--- src/rtl/core/chtlp_pkg.sv ---
package chtlp_pkg;

    localparam int KEY_W = 63;
    localparam int CNT_W = 48;
    localparam int IDX_W = 10;
    localparam logic [CNT_W-1:0] CNT_MAX = {CNT_W{1'b1}};

    typedef enum logic [1:0] {
        ST_UPDATED  = 2'd0,
        ST_INSERTED = 2'd1,
        ST_FULL     = 2'd2,
        ST_READ     = 2'd3
    } status_t;

    typedef enum logic [2:0] {
        BK_CLR,
        BK_IDLE,
        BK_HASH,
        BK_HMOD,
        BK_RD,
        BK_WAIT,
        BK_EVAL,
        BK_OUT
    } bk_state_t;

    // request handed from the front part to the back part
    typedef struct packed {
        logic              func;
        logic [KEY_W-1:0]  key;
        logic [CNT_W-1:0]  amount;
        logic [IDX_W-1:0]  slot_index;
    } req_t;

    function automatic logic [CNT_W-1:0] sat_add(input logic [CNT_W-1:0] a,
                                                  input logic [CNT_W-1:0] b);
        logic [CNT_W:0] s;
        s = {1'b0, a} + {1'b0, b};
        return s[CNT_W] ? CNT_MAX : s[CNT_W-1:0];
    endfunction

endpackage

--- src/rtl/core/chtlp_front.sv ---
module chtlp_front
    import chtlp_pkg::*;
(
    input  logic        clk,
    input  logic        rst_n,
    input  logic        in_valid,
    output logic        in_ready,
    input  req_t        in_req,
    output logic        q_valid,
    input  logic        q_ready,
    output req_t        q_req
);

    // two-entry queue between accept and the probing engine
    req_t        buf_reg [2];
    logic        wptr_reg, rptr_reg;
    logic [1:0]  cnt_reg;
    logic        push, pop;

    assign in_ready = (cnt_reg != 2'd2);
    assign q_valid  = (cnt_reg != 2'd0);
    assign q_req    = buf_reg[rptr_reg];
    assign push     = in_valid && in_ready;
    assign pop      = q_valid && q_ready;

    always_ff @(posedge clk)
    begin
        if (push)
        begin
            buf_reg[wptr_reg] <= in_req;
        end
    end

    always_ff @(posedge clk or negedge rst_n)
    begin
        if (!rst_n)
        begin
            wptr_reg <= 1'b0;
            rptr_reg <= 1'b0;
            cnt_reg  <= 2'd0;
        end
        else
        begin
            if (push)
            begin
                wptr_reg <= ~wptr_reg;
            end
            if (pop)
            begin
                rptr_reg <= ~rptr_reg;
            end
            cnt_reg <= cnt_reg + {1'b0, push} - {1'b0, pop};
        end
    end

`ifndef SYNTHESIS
    a_no_overflow: assert property (@(posedge clk) disable iff (!rst_n)
        cnt_reg == 2'd2 |-> !push)
        else $error("queue overflow");
    a_cnt_range: assert property (@(posedge clk) disable iff (!rst_n)
        cnt_reg != 2'd3)
        else $error("queue count out of range");
    a_cnt_step: assert property (@(posedge clk) disable iff (!rst_n)
        push && !pop |=> cnt_reg == $past(cnt_reg) + 2'd1)
        else $error("queue count did not advance");
`endif

endmodule

--- config.mk ---
export PLATFORM = sky130hd
export DESIGN_NAME = chtlp_front
export DESIGN_NICKNAME = d
export VERILOG_FILES = /design/src/rtl/core/chtlp_pkg.sv /design/src/rtl/core/chtlp_front.sv
export SDC_FILE = /design/constraint.sdc
export NUM_CORES = 1
export LEC_CHECK = 0
export BUFFER_PORTS_ARGS = -buffer_cell sky130_fd_sc_hd__buf_2
export CAP_MARGIN = 20
export CORE_ASPECT_RATIO = 0.5
export CORE_MARGIN = 3
export CORE_UTILIZATION = 40
export CTS_CLUSTER_DIAMETER = 40
export DETAILED_ROUTE_END_ITERATION = 16
export PLACE_DENSITY = 0.66
export SYNTH_ARGS = -nofsm -noshare
export SYNTH_HDL_FRONTEND = slang
export SYNTH_SLANG_ARGS = --single-unit
--- constraint.sdc ---
create_clock -name clk -period 5.8 [get_ports clk]
set_input_delay 0.29 -clock clk [delete_from_list [all_inputs] [get_ports clk]]
set_output_delay 0.29 -clock clk [all_outputs]
set_load 0.005 [all_outputs]
==> flow_summary.ini <==
[status]
status = completed

[power]
p_int_mw = 4.31
power_frac_clock = 0.273
p_sw_mw = 1.64
power_density_nw_per_um2 = 459
swShare = 0.275
vdd.ir_drop.worst_uv = 319
combPwrFrac = 0.292
p_leak_nw = 5.08
seqPwrFrac = 0.436

[clock_network]
clock_sinks = 248
numCtsBuffers = 26
cts_setup_buffers = 0
tritoncts = done
clk_latency_ps = 520
htreeDepth = 1
cts.clk_slew.worst_paths_ps = 60
cts_root_buf = clkbuf_16
cts_buffer_depth = 3

[synthesis]
synth_top_cell_area_share = 0.789
synth_top_area_cell = edfxtp_1
synth_nets = 525
netlist_instances = 397
ys_seq_area_frac = 0.799
netlist-cell-type-count = 17
ys_warn_count = 0
synth.area.top_cells = edfxtp_1 (79%), mux2_4 (11%), mux2_2 (6.3%), dfrtp_1 (1.1%), buf_6 (0.97%)
synth_seq_cells = 248
syn-mean-instance-area_um2 = 23.4
netlist_area_um2 = 9290

[detailed_routing]
drc = 0
drtIter0Drc = 260
viasPerCell = 4.50
drt-total-wl_mm = 19.0
wl_per_cell_um = 17.2
dr.pass1.iters = 4
ant_nets = 0
vias = 4982

[setup_path]
startpoint = rptr_reg
crit_type = reg -> out
cp.arrival_ps = 2490
reg2reg_to = buf_reg[0][108]
required_ps = 5510
end_kind = output pin
rrSetupSlack_ps = 3490
reg2reg_depth = 4
start_kind = register
r2r-start = cnt_reg[0]
cp-endpoint = q_req[6]
crit_fanout = 89

[sta]
fmax_mhz = 360
finalHoldViolations = 0
finalSetupTns_ps = 0
drv_slew = 0
finClkSkew_ps = 11.0
finalSetupViolCount = 0
worst_pin_slew_ps = 843
period_needed_ps = 2780
slew_headroom = 0.437
rsz0062_at_grt = false
fin_crit_sh = 0.479

[layout]
final_common_cell = buf_2
fin_nets = 915
fin_cells = 1107
largest_reg_flops = 244
layout_common_cells = buf_2 (249), edfxtp_1 (244), dlygate4sd3_1 (123)
layout-drive-gt1-share = 0.521
area_growth_pct = 39.5
utilization = 0.583
nFillCells = 1664

[flow_run]
max_cap_viol_count = 0

[place]
dp.cells = 936
port_buffers = 249
gp_congestion = 0.719
dp_hpwl_mm = 12.1

[floorplanning]
io-pin-count = 250
coreArea_um2 = 22300
die_y_um = 114
start_util = 0.418
rows = 38
design.die.area_um2 = 25200
die_w_um = 222

[grt]
grt_pass1_wl_mm = 29.4
antenna_found_initial = 1
first_global_vias = 5458
grt_max_degree = 97
grt_use_total = 0.150
gr-total-overflow = 0

[worst_hold_path]
hp-class = in -> async
## power groups by stage
stage	clock network (mW)	logic (mW)	registers (mW)
detailed placement	0	1.70	2.64
global placement	0	1.67	2.62
floorplan	0	1.12	2.60
global route	1.76	1.87	2.63
CTS	1.68	1.77	2.60
finish	1.62	1.73	2.59
## logic make-up after synthesis
logic type                 share of synthesized area
xor gates and xnor gates                     0.00377
muxes                                          0.176
buffers and inverters                         0.0144
DFF                                            0.799
and+or+nand+nor                              0.00350
adders and majority gates                    0.00269
## repair_timing
item / in CTS / in global routing
gates resized for setup: 0 / 0
endpoints found under the hold margin: 248 / 0
hold buffers: 123 / 0
## routing by layer
metal  vias to the layer above  global-route usage  wire, um
met2                       116               0.291     10700
met4                         0              0.0464       499
li1                       2374                   -         -
met1                      2457               0.163      7030
met5                         -                   0         0
met3                        35              0.0357       798
## layout make-up
type | instances | area [um^2] | share of cell area
Clock inverter | 20 | 201 | 0.0155
Sequential cell | 248 | 7430 | 0.573
Timing Repair Buffer | 376 | 2550 | 0.197
Antenna cell | 1 | 2.50 | 0.000193
Tap cell | 300 | 375 | 0.0290
Clock buffer | 27 | 654 | 0.0505
Inverter | 1 | 3.75 | 0.000290
Multi-Input combinational cell | 134 | 1740 | 0.134
## Yosys cell counts
| library cell | number |
|---|---|
| and2_1 | 1 |
| and3_1 | 1 |
| buf_2 | 5 |
| buf_6 | 8 |
| buf_8 | 1 |
| dfrtp_1 | 4 |
| edfxtp_1 | 244 |
| ha_1 | 2 |
| inv_1 | 1 |
| mux2_2 | 52 |
| mux2_4 | 70 |
| nand2_1 | 1 |
| nand2b_1 | 1 |
| nor2_1 | 1 |
| or2_2 | 1 |
| xnor2_1 | 3 |
| xor2_1 | 1 |
## through the flow
stage	instance area, um^2	total power, mW	hold slack, ps	setup slack (ps)
after global placement	10800	4.29	98.2	3200
after global routing	13000	6.27	75.1	2860
final	13000	5.95	96.6	3020
after detailed placement	10900	4.33	98.5	3450
after floorplan	9290	3.72	-5.59	1570
after CTS	13000	6.05	49.6	2940
## worst min-delay path by stage
| stage | from | endpoint | slack, ps | cells past startpoint |
|---|---|---|---|---|
| global placement | rst_n | wptr_reg | 100 | 1 |
| global route | rst_n | rptr_reg | 80 | 2 |
| floorplan | rst_n | cnt_reg[0] | -6 | 0 |
| finish | rst_n | wptr_reg | 100 | 2 |
| CTS | rst_n | wptr_reg | 50 | 2 |
| detailed placement | rst_n | wptr_reg | 100 | 1 |
## worst max-delay path: stages, from the launching register on
cell and delay [ps]:
dfrtp_4 770, buf_12 600, mux2_2 420, buf_2 130
No activity file was read; power rests on OpenSTA's default activity.
